--- config.mk ---
export PLATFORM = sky130hd
export DESIGN_NAME = cron_entry_match_table
export DESIGN_NICKNAME = d
export VERILOG_FILES = /design/src/rtl/cem_pkg.sv /design/src/rtl/cem_entry_ram.sv /design/src/rtl/cem_match.sv /design/src/rtl/cron_entry_match_table.sv
export SDC_FILE = /design/constraint.sdc
export NUM_CORES = 2
export LEC_CHECK = 0
export ABC_AREA = 0
export ABC_CLOCK_PERIOD_IN_PS = 12000
export BUFFER_PORTS_ARGS = -buffer_cell sky130_fd_sc_hd__buf_2
export CAP_MARGIN = 40
export CORE_UTILIZATION = 45
export CTS_BUF_LIST = sky130_fd_sc_hd__clkbuf_2 sky130_fd_sc_hd__clkbuf_4 sky130_fd_sc_hd__clkbuf_8
export CTS_CLUSTER_DIAMETER = 50
export DETAILED_ROUTE_END_ITERATION = 7
export PLACE_DENSITY = 0.64
export REMOVE_ABC_BUFFERS = 1
export SLEW_MARGIN = 20
export SYNTH_ARGS = -nofsm -noshare
export SYNTH_HDL_FRONTEND = slang
export SYNTH_SLANG_ARGS = --single-unit
--- constraint.sdc ---
create_clock -name clk -period 12 [get_ports clk]
set_input_delay 1.8 -clock clk [delete_from_list [all_inputs] [get_ports clk]]
set_output_delay 1.8 -clock clk [all_outputs]
set_load 0.005 [all_outputs]
--- src/rtl/cem_pkg.sv ---
// ----------------------------------------------------------------------------
// cem_pkg: shared types and constants
// Operation and status codes, the stored schedule record and the time stamp
// used by the cron entry match table.
// ----------------------------------------------------------------------------
package cem_pkg;

	// payload widths fixed by the interface
	localparam int IdW     = 16;
	localparam int CountW  = 5;

	// calendar limits for a valid tick
	localparam int MinuteMax = 59;
	localparam int HourMax   = 23;
	localparam int MonthMax  = 12;

	typedef enum logic [1:0] {
		OP_ADD    = 2'd0,
		OP_REMOVE = 2'd1,
		OP_TICK   = 2'd2,
		OP_NOP    = 2'd3
	} op_t;

	typedef enum logic [1:0] {
		STAT_OK         = 2'd0,
		STAT_FULL       = 2'd1,
		STAT_UNKNOWN_ID = 2'd2,
		STAT_RANGE      = 2'd3
	} status_t;

	// packed calendar time, also the last-fire mark of an entry
	typedef struct packed {
		logic [2:0] weekday;
		logic [3:0] month;
		logic [4:0] day;
		logic [4:0] hour;
		logic [5:0] minute;
	} stamp_t;

	// schedule of one entry as held in the table
	typedef struct packed {
		logic [59:0] minute_mask;
		logic [23:0] hour_mask;
		logic [31:0] day_mask;
		logic [12:0] month_mask;
		logic [8:0]  weekday_mask;
		stamp_t      last_fire;
	} sched_t;

endpackage

--- src/rtl/cem_entry_ram.sv ---
// ----------------------------------------------------------------------------
// cem_entry_ram: entry storage
// One write port and one read port with registered read data.
// ----------------------------------------------------------------------------
module cem_entry_ram #(
	parameter int ADDR_W = 4,
	parameter int DATA_W = 8
) (
	input  logic              clk,
	input  logic              wr_en,
	input  logic [ADDR_W-1:0] wr_addr,
	input  logic [DATA_W-1:0] wr_data,
	input  logic [ADDR_W-1:0] rd_addr,
	output logic [DATA_W-1:0] rd_data
);

	logic [DATA_W-1:0] mem_q [2**ADDR_W];
	logic [DATA_W-1:0] rd_data_q;

	// write port
	always_ff @(posedge clk) begin
		if (wr_en) begin
			mem_q[wr_addr] <= wr_data;
		end
	end

	// registered read port
	always_ff @(posedge clk) begin
		rd_data_q <= mem_q[rd_addr];
	end

	assign rd_data = rd_data_q;

endmodule

--- src/rtl/cem_match.sv ---
// ----------------------------------------------------------------------------
// cem_match: schedule compare unit
// Tests one stored entry against the current time, cron day rules included,
// and flags a fire when the entry has not fired at this exact time yet.
// ----------------------------------------------------------------------------
module cem_match (
	input  cem_pkg::sched_t sched,
	input  cem_pkg::stamp_t now,
	output logic            fire
);

	logic minute_hit;
	logic hour_hit;
	logic month_hit;
	logic day_hit;
	logic wday_hit;
	logic day_any;
	logic wday_any;
	logic day_ok;

	// per-field mask lookups
	assign minute_hit = sched.minute_mask[now.minute];
	assign hour_hit   = sched.hour_mask[now.hour];
	assign month_hit  = sched.month_mask[now.month];
	assign day_hit    = sched.day_mask[now.day];
	assign wday_hit   = sched.weekday_mask[now.weekday];
	assign day_any    = sched.day_mask[0];
	assign wday_any   = sched.weekday_mask[8];

	// an any side defers to the other, both restricted means both must hit
	always_comb begin
		if (day_any && wday_any) begin
			day_ok = 1'b1;
		end else if (day_any) begin
			day_ok = wday_hit;
		end else if (wday_any) begin
			day_ok = day_hit;
		end else begin
			day_ok = day_hit && wday_hit;
		end
	end

	assign fire = minute_hit && hour_hit && month_hit && day_ok &&
		(sched.last_fire != now);

endmodule

--- src/rtl/cron_entry_match_table.sv ---
// ----------------------------------------------------------------------------
// cron_entry_match_table: ordered table of cron entries
// Add, remove and tick operations over up to MAX_ENTRIES schedule entries.
// ----------------------------------------------------------------------------
// Usage:
//   Input beats carry an op and its fields; in_stall is high while an
//   operation is in progress, so one operation is worked on at a time.
//   Output beats carry one result each; last_result marks the final beat
//   of an operation. An add, a rejected tick or an unused op goes straight
//   to the finish state, which loads its beat into the output register;
//   a new input beat can be taken once the sequencer is back in idle.
//   A tick walks the table one entry per cycle through the shared compare
//   unit, reading the entry memory port once per cycle while no fire beat
//   waits on the output; the summary beat ends the operation, with one fire
//   beat per matching entry before it.
//   A remove searches one entry per cycle, then moves each later entry up
//   one slot per cycle before its beat.
//   A result waits in the output register while the receiver stalls; a tick
//   walk then pauses on a firing entry until the beat is taken.
//   Reset clears the entry count and the id counter; the entry memory is
//   not cleared since only slots below the count are ever used.
// ----------------------------------------------------------------------------
module cron_entry_match_table #(
	parameter int MAX_ENTRIES = 16,
	parameter int ID_BITS     = 16
) (
	input  logic        clk,
	input  logic        arst_n,
	// input channel
	input  logic        in_valid,
	output logic        in_stall,
	input  logic [1:0]  op,
	input  logic [59:0] minute_mask,
	input  logic [23:0] hour_mask,
	input  logic [31:0] day_mask,
	input  logic [12:0] month_mask,
	input  logic [8:0]  weekday_mask,
	input  logic [15:0] remove_id,
	input  logic [5:0]  now_minute,
	input  logic [4:0]  now_hour,
	input  logic [4:0]  now_day,
	input  logic [3:0]  now_month,
	input  logic [2:0]  now_weekday,
	// output channel
	output logic        out_valid,
	input  logic        out_stall,
	output logic [1:0]  status,
	output logic        fired,
	output logic [15:0] entry_id,
	output logic [4:0]  entry_count,
	output logic        last_result
);

	localparam int AW      = (MAX_ENTRIES > 1) ? $clog2(MAX_ENTRIES) : 1;
	localparam int CW      = $clog2(MAX_ENTRIES + 1);
	localparam int SchedW  = $bits(cem_pkg::sched_t);
	localparam int RecW    = SchedW + ID_BITS;
	localparam int IdExtW  = (ID_BITS > cem_pkg::IdW) ? ID_BITS : cem_pkg::IdW;
	localparam int CntExtW = (CW > cem_pkg::CountW) ? CW : cem_pkg::CountW;

	typedef enum logic [4:0] {
		ST_IDLE   = 5'b00001,
		ST_SCAN   = 5'b00010,
		ST_SEARCH = 5'b00100,
		ST_SHIFT  = 5'b01000,
		ST_FINISH = 5'b10000
	} state_t;

	state_t                  state_q, state_d;
	logic [CW-1:0]           idx_q, idx_d;
	logic [CW-1:0]           held_q, held_d;
	logic [ID_BITS-1:0]      next_id_q, next_id_d;
	cem_pkg::status_t        pend_status_q, pend_status_d;
	logic [cem_pkg::IdW-1:0] pend_id_q, pend_id_d;
	cem_pkg::stamp_t         now_q, now_d;
	logic [cem_pkg::IdW-1:0] rid_q, rid_d;

	logic                    out_valid_q;
	cem_pkg::status_t        out_status_q;
	logic                    out_fired_q;
	logic [cem_pkg::IdW-1:0] out_id_q;
	logic [4:0]              out_count_q;
	logic                    out_last_q;

	logic                    can_emit;
	logic                    out_load;
	logic                    tick_ok;
	logic                    hit;
	logic [CW:0]             idx_p1;
	logic [CW:0]             idx_p2;
	logic [IdExtW-1:0]       rd_id_ext;
	logic [IdExtW-1:0]       rid_ext;
	logic [IdExtW-1:0]       next_id_ext;
	logic [CntExtW-1:0]      held_ext;
	cem_pkg::stamp_t         in_stamp;
	cem_pkg::sched_t         new_sched;
	cem_pkg::sched_t         rd_sched;
	cem_pkg::sched_t         fire_sched;
	logic [ID_BITS-1:0]      rd_id;

	logic                    ram_we;
	logic [AW-1:0]           ram_waddr;
	logic [RecW-1:0]         ram_wdata;
	logic [AW-1:0]           ram_raddr;
	logic [RecW-1:0]         ram_rdata;

	cem_entry_ram #(
		.ADDR_W (AW),
		.DATA_W (RecW)
	) u_ram (
		.clk     (clk),
		.wr_en   (ram_we),
		.wr_addr (ram_waddr),
		.wr_data (ram_wdata),
		.rd_addr (ram_raddr),
		.rd_data (ram_rdata)
	);

	// stored record fields of the entry at idx_q
	assign rd_sched  = cem_pkg::sched_t'(ram_rdata[SchedW-1:0]);
	assign rd_id     = ram_rdata[RecW-1 -: ID_BITS];
	assign rd_id_ext = IdExtW'(rd_id);
	assign rid_ext   = IdExtW'(rid_q);

	cem_match u_match (
		.sched (rd_sched),
		.now   (now_q),
		.fire  (hit)
	);

	// index arithmetic and width adjust
	assign idx_p1      = {1'b0, idx_q} + (CW+1)'(1);
	assign idx_p2      = {1'b0, idx_q} + (CW+1)'(2);
	assign next_id_ext = IdExtW'(next_id_q);
	assign held_ext    = CntExtW'(held_q);

	// tick time and range check from the input beat
	assign in_stamp = '{weekday: now_weekday, month: now_month, day: now_day,
		hour: now_hour, minute: now_minute};
	assign tick_ok = (32'(now_minute) <= cem_pkg::MinuteMax) &&
		(32'(now_hour) <= cem_pkg::HourMax) && (now_day != 5'd0) &&
		(now_month != 4'd0) && (32'(now_month) <= cem_pkg::MonthMax);

	// new entry record from an add beat, never fired
	assign new_sched = '{minute_mask: minute_mask, hour_mask: hour_mask,
		day_mask: day_mask, month_mask: month_mask, weekday_mask: weekday_mask,
		last_fire: '0};

	// fired entry gets this time as its last-fire mark
	always_comb begin
		fire_sched           = rd_sched;
		fire_sched.last_fire = now_q;
	end

	assign can_emit = !out_valid_q || !out_stall;
	assign in_stall = (state_q != ST_IDLE);

	// sequencer
	always_comb begin
		state_d       = state_q;
		idx_d         = idx_q;
		held_d        = held_q;
		next_id_d     = next_id_q;
		pend_status_d = pend_status_q;
		pend_id_d     = pend_id_q;
		now_d         = now_q;
		rid_d         = rid_q;
		ram_we        = 1'b0;
		ram_waddr     = idx_q[AW-1:0];
		ram_wdata     = {rd_id, fire_sched};
		ram_raddr     = idx_p1[AW-1:0];
		out_load      = 1'b0;
		case (state_q)
			ST_IDLE: begin
				ram_raddr = '0;
				idx_d     = '0;
				if (in_valid) begin
					now_d = in_stamp;
					rid_d = remove_id;
					case (cem_pkg::op_t'(op))
						cem_pkg::OP_ADD: begin
							if (held_q >= CW'(MAX_ENTRIES)) begin
								pend_status_d = cem_pkg::STAT_FULL;
								pend_id_d     = '0;
							end else begin
								ram_we        = 1'b1;
								ram_waddr     = held_q[AW-1:0];
								ram_wdata     = {next_id_q, new_sched};
								held_d        = held_q + CW'(1);
								next_id_d     = next_id_q + ID_BITS'(1);
								pend_status_d = cem_pkg::STAT_OK;
								pend_id_d     = next_id_ext[cem_pkg::IdW-1:0];
							end
							state_d = ST_FINISH;
						end
						cem_pkg::OP_REMOVE: begin
							state_d = ST_SEARCH;
						end
						cem_pkg::OP_TICK: begin
							if (tick_ok) begin
								state_d = ST_SCAN;
							end else begin
								pend_status_d = cem_pkg::STAT_RANGE;
								pend_id_d     = '0;
								state_d       = ST_FINISH;
							end
						end
						default: begin
							pend_status_d = cem_pkg::STAT_OK;
							pend_id_d     = '0;
							state_d       = ST_FINISH;
						end
					endcase
				end
			end
			ST_SCAN: begin
				// one entry per cycle, pause on a fire while output is full
				if (idx_q >= held_q) begin
					pend_status_d = cem_pkg::STAT_OK;
					pend_id_d     = '0;
					state_d       = ST_FINISH;
				end else if (hit) begin
					if (can_emit) begin
						ram_we   = 1'b1;
						out_load = 1'b1;
						idx_d    = idx_p1[CW-1:0];
					end else begin
						ram_raddr = idx_q[AW-1:0];
					end
				end else begin
					idx_d = idx_p1[CW-1:0];
				end
			end
			ST_SEARCH: begin
				if (idx_q >= held_q) begin
					pend_status_d = cem_pkg::STAT_UNKNOWN_ID;
					pend_id_d     = rid_q;
					state_d       = ST_FINISH;
				end else if (rd_id_ext == rid_ext) begin
					state_d = ST_SHIFT;
				end else begin
					idx_d = idx_p1[CW-1:0];
				end
			end
			ST_SHIFT: begin
				// read data holds the entry behind idx_q; move it up one slot
				if (idx_p1 < {1'b0, held_q}) begin
					ram_we    = 1'b1;
					ram_wdata = ram_rdata;
					idx_d     = idx_p1[CW-1:0];
					ram_raddr = idx_p2[AW-1:0];
				end else begin
					held_d        = held_q - CW'(1);
					pend_status_d = cem_pkg::STAT_OK;
					pend_id_d     = rid_q;
					state_d       = ST_FINISH;
				end
			end
			ST_FINISH: begin
				if (can_emit) begin
					out_load = 1'b1;
					state_d  = ST_IDLE;
				end
			end
			default: begin
				state_d = ST_IDLE;
			end
		endcase
	end

	// control state
	always_ff @(posedge clk or negedge arst_n) begin
		if (!arst_n) begin
			state_q   <= ST_IDLE;
			idx_q     <= '0;
			held_q    <= '0;
			next_id_q <= '0;
		end else begin
			state_q   <= state_d;
			idx_q     <= idx_d;
			held_q    <= held_d;
			next_id_q <= next_id_d;
		end
	end

	// operation payload
	always_ff @(posedge clk) begin
		pend_status_q <= pend_status_d;
		pend_id_q     <= pend_id_d;
		now_q         <= now_d;
		rid_q         <= rid_d;
	end

	// output register valid
	always_ff @(posedge clk or negedge arst_n) begin
		if (!arst_n) begin
			out_valid_q <= 1'b0;
		end else if (out_load) begin
			out_valid_q <= 1'b1;
		end else if (!out_stall) begin
			out_valid_q <= 1'b0;
		end
	end

	// output register payload: fire beats during a scan, else the final beat
	always_ff @(posedge clk) begin
		if (out_load) begin
			out_fired_q <= (state_q == ST_SCAN);
			out_last_q  <= (state_q != ST_SCAN);
			out_count_q <= held_ext[4:0];
			if (state_q == ST_SCAN) begin
				out_status_q <= cem_pkg::STAT_OK;
				out_id_q     <= rd_id_ext[cem_pkg::IdW-1:0];
			end else begin
				out_status_q <= pend_status_q;
				out_id_q     <= pend_id_q;
			end
		end
	end

	assign out_valid   = out_valid_q;
	assign status      = out_status_q;
	assign fired       = out_fired_q;
	assign entry_id    = out_id_q;
	assign entry_count = out_count_q;
	assign last_result = out_last_q;

	// entry count never exceeds the table size
	a_held_bound: assert property (@(posedge clk) disable iff (!arst_n)
		held_q <= CW'(MAX_ENTRIES))
		else $error("entry count above table size");

	// walk index stays within the held entries
	a_idx_bound: assert property (@(posedge clk) disable iff (!arst_n)
		(state_q == ST_SCAN || state_q == ST_SEARCH || state_q == ST_SHIFT)
		|-> idx_q <= held_q)
		else $error("walk index beyond held entries");

	// the memory is never written while searching or finishing
	a_no_write: assert property (@(posedge clk) disable iff (!arst_n)
		ram_we |-> (state_q != ST_SEARCH && state_q != ST_FINISH))
		else $error("entry write in a read-only state");

	// the entry count changes only on an add or at the end of a remove
	a_held_change: assert property (@(posedge clk) disable iff (!arst_n)
		!$stable(held_q) |-> ($past(state_q) == ST_IDLE ||
		$past(state_q) == ST_SHIFT))
		else $error("entry count changed outside add or remove");

	// a final beat returns the sequencer to idle
	a_finish_idle: assert property (@(posedge clk) disable iff (!arst_n)
		(state_q == ST_FINISH && can_emit) |=> (state_q == ST_IDLE && out_valid_q
		&& out_last_q))
		else $error("final beat did not end the operation");

endmodule

==> key figures <==
Yosys
  – Post-synth ARST share: 0.0102
  – #FFs+latches synth: 3,123
  – Synthesized area per cell: 14.4 um2
  – Ys flop type: edfxtp_1
  – Syn Inst Count: 8,447
  – Adder-cell share of the synthesized area: 0.00212
  – Compound-cell area share of the yosys netlist: 0.0520
  – Synthesis Warnings: 0
  – Synth Area in Simple Gates: 0.105
  – Synthesized area: roughly 120,000 um2
  – Sequential share of the synthesized area: 0.755
  – Main combinational cell family by area after synthesis: simple AND/OR/NAND/NOR gates
  – Number of flops mapped to enable cells by yosys: between 2,000 and 3,000
  – Mux cell area share after synthesis: 0.0631
  – Post-synth cell types: 74
  – Synth Area in XOR/XNOR: 0.00446

GRT
  – Vias in the first global route: between 70,000 and 80,000
  – Met1 Usage GRT: 0.363
  – GRT Total Usage: 0.260
  – Grt ovf: 0
  – Wire length of the first global-routing pass: 512,000 um
  – Pin count of the biggest net entering global routing: 184
  – Initial antenna violation count: 15
  – GRT met3 Usage: 0.0510
  – Top Usage Layer GRT: met2
  – Met2 Use GR: 0.403

CTS
  – Num CTS Buffers: 490
  – CTS clk-pin slew, worst paths: 0.06 ns
  – Hold_buf cts: 0
  – Worst skew pair latency: between 1 and 1.5 ns
  – Setup bufs post-CTS: 0
  – H-tree depth: 5
  – CTS tree: yes
  – CTS Root Cell: clkbuf_8
  – CTS max path bufs: 4
  – Clk sinks: 3,123
  – PostCTS Resize Cnt: 0

Job
  – MaxCap Viol Count: 0

Final layout
  – Area grow syn2layout: 13.4%
  – Post-layout nets: between 9,000 and 10,000
  – Commonest non-fill, non-tap cells in the layout: edfxtp_1 (2,914), nand2_1 (2,159), nand3_1 (678)
  – Multi-input logic area: between 20,000 and 30,000 um2
  – Layout cells sized above 1: 0.148
  – Sequential Area: 91,800 um2
  – # fillers: 22,000
  – Most common cell after layout, fill and taps aside: edfxtp_1

Routing
  – Via count: roughly 75,000
  – # DRC: 0
  – Vias/cell: 5.89
  – Routed wire length: 360,000 um
  – Drt wl/cell: 28.1 um
  – Post-route antenna net violation count: 0
  – Drt pass-1 iters: 8
  – Iter 0 DRT Violations: ~10,000

Setup path
  – Crit path from: fire_sched[11]
  – Worst R2R Path Depth: 15
  – WS Path Type: flop to flop
  – CP endpoint kind: flop
  – CP required: roughly 13 ns
  – WP data arrival: 8.12 ns
  – Max FO, Critical Path: 161
  – Worst reg2reg path startpoint: fire_sched[11]
  – Crit Reg-Reg Endpoint: u_ram.rd_data[59]
  – End point of the critical path: u_ram.rd_data[59]
  – Worst R2R Setup Slack: a little under 5 ns
  – Setup crit start kind: flop

Power and ir drop
  – Comb power frac: 0.269
  – Power Density: 236 nW/um2
  – Leakage: 49.4 nW
  – Clock power share: 0.281
  – Int Power: 0.0216 W
  – Sequential share of power: 0.450
  – Switching Fraction: 0.335
  – P_sw: about 0.011 W
  – VDD IR max: 295 uV

Floorplanning
  – Area of the core: 268,000 um2
  – Row cnt: between 150 and 200
  – Die Wd: 522 um
  – I/O pins: 210
  – Die Y: 522 um
  – Initial Util: 0.453
  – Die ar.: about 270,000 um2

Timing
  – Final Hold Fails: 0
  – Slew Limit Fails: 0
  – Worst rel slew slack: 0.194
  – Final min period: 7.11 ns
  – Final hold slack: about 0.46 ns
  – Final setup fails: 0
  – RSZ-0062 raised after global routing: no
  – Worst Skew: 0.127 ns
  – Worst-margin pin slew: between 1 and 1.5 ns
  – Final worst-path cycle share: 0.593
  – Fmax: ~0.14 GHz
  – Setup TNS: 0 ns

Status
  – Run status: finished, final reports clean

Hold path
  – Worst Hold Class: flop to flop

Placed design
  – Post-DP HPWL: 194,000 um
  – Input/output buffers: 209
  – GPL Wtd Cong: between 0.9 and 1
==> how the worst min path moves through the flow <==
stage	depth (start not counted)	end	start
3_5_place_dp	2	u_ram.rd_data[22]	u_ram.mem_q[11][22]
2_1_floorplan	2	u_ram.rd_data[102]	u_ram.mem_q[11][102]
3_3_place_gp	2	u_ram.rd_data[54]	u_ram.mem_q[11][54]
4_1_cts	2	u_ram.rd_data[176]	u_ram.mem_q[11][176]
6_report	2	u_ram.rd_data[166]	u_ram.mem_q[11][166]
5_1_grt	2	u_ram.rd_data[176]	u_ram.mem_q[11][176]
==> flip-flops by register name, indices dropped and copies added, names as in the netlist, 16 cells and up <==
name           cells
entry_id          16
rid_ext           16
fire_sched        23
next_id_ext       16
u_ram.rd_data    177
u_ram.mem_q     2832
pend_id_q         16
==> worst max-delay path, cell delays in order, from the launching register on <==
cell	delay (ns)
edfxtp_1	0.32
buf_4	0.32
mux4_2	0.56
mux2i_1	0.44
nor2b_1	0.10
o211ai_1	0.72
a2111oi_2	0.19
a311oi_1	0.78
a21o_4	0.58
buf_4	0.58
buf_4	0.59
buf_12	0.73
mux2i_1	0.27
mux2i_1	0.09
a32oi_1	0.24
o221ai_1	0.15
==> routing by layer <==
layer / up-vias / routed length (um)
met4: 6 / 13400
met1: 38200 / 146000
met5: - / 39
met2: 4237 / 165000
met3: 627 / 35900
li1: 32400 / -
==> power by group through the flow <==
stage	sequential [W]	combinational, W	clock (W)
4_1_cts	0.0146	0.00858	0.00925
3_5_place_dp	0.0149	0.00855	0
6_report	0.0146	0.00874	0.00916
3_3_place_gp	0.0149	0.00820	0
5_1_grt	0.0146	0.00948	0.00969
2_1_floorplan	0.0138	0.00575	0
==> logic make-up (layout without fill, tap and decap cells) <==
| kind of cell | Yosys count | count (layout) |
|---|---|---|
| XOR/XNOR | 62 | 62 |
| flip-flops | 3123 | 3123 |
| buffers and inverters | 530 | 1347 |
| AO/OA/AOI/OAI | 950 | 950 |
| multiplexers | 689 | 689 |
| other | 0 | 10 |
| AND/OR/NAND/NOR | 3073 | 3073 |
| adder cells (fa/ha/maj) | 20 | 20 |
==> cells in the mapped netlist, types with 21 or more instances <==
cell type | instances | area share
xnor2_1 | 21 | 0.0015
a221oi_1 | 42 | 0.0030
dfrtp_1 | 31 | 0.0064
a32oi_1 | 47 | 0.0034
edfxtp_1 | 2914 | 0.72
nor4_1 | 22 | 0.0011
o2bb2ai_1 | 55 | 0.0040
nor2_1 | 92 | 0.0028
a21oi_1 | 365 | 0.015
a22o_1 | 27 | 0.0019
nand3_1 | 679 | 0.028
clkbuf_1 | 257 | 0.0079
a311oi_1 | 33 | 0.0024
dfxtp_1 | 177 | 0.029
o22ai_1 | 59 | 0.0030
nand4_1 | 22 | 0.0011
buf_2 | 193 | 0.0079
a22oi_1 | 49 | 0.0030
nand2_1 | 2164 | 0.067
o221ai_1 | 47 | 0.0034
o21ai_0 | 60 | 0.0025
nor3_1 | 39 | 0.0016
a31oi_1 | 63 | 0.0032
mux4_2 | 62 | 0.011
mux2i_1 | 620 | 0.051
buf_1 | 47 | 0.0015
xor2_1 | 41 | 0.0030
==> metrics by stage <==
stage	instances	power, W	instance area, um2	util	worst slack [ns]
after floorplan	7938	0.0196	119000	-	-29.65
after global placement	11900	0.0231	127000	0.472	4.78
after detailed placement	11900	0.0234	128000	0.476	4.79
after CTS	12800	0.0325	138000	0.513	5.17
after global routing	12800	0.0338	138000	0.514	4.77
final	12800	0.0325	138000	0.514	4.89
==> final cells by class <==
cell class              count  area share
flip-flops and latches   3123       0.666
multi-input cells        4794       0.202
clock buffers             737      0.0648
well taps                3552      0.0322
repair buffers            425      0.0264
clock inverters           164     0.00836
inverters                  21    0.000571
diodes                     10    0.000181
Power figures use the tool's default switching activity.
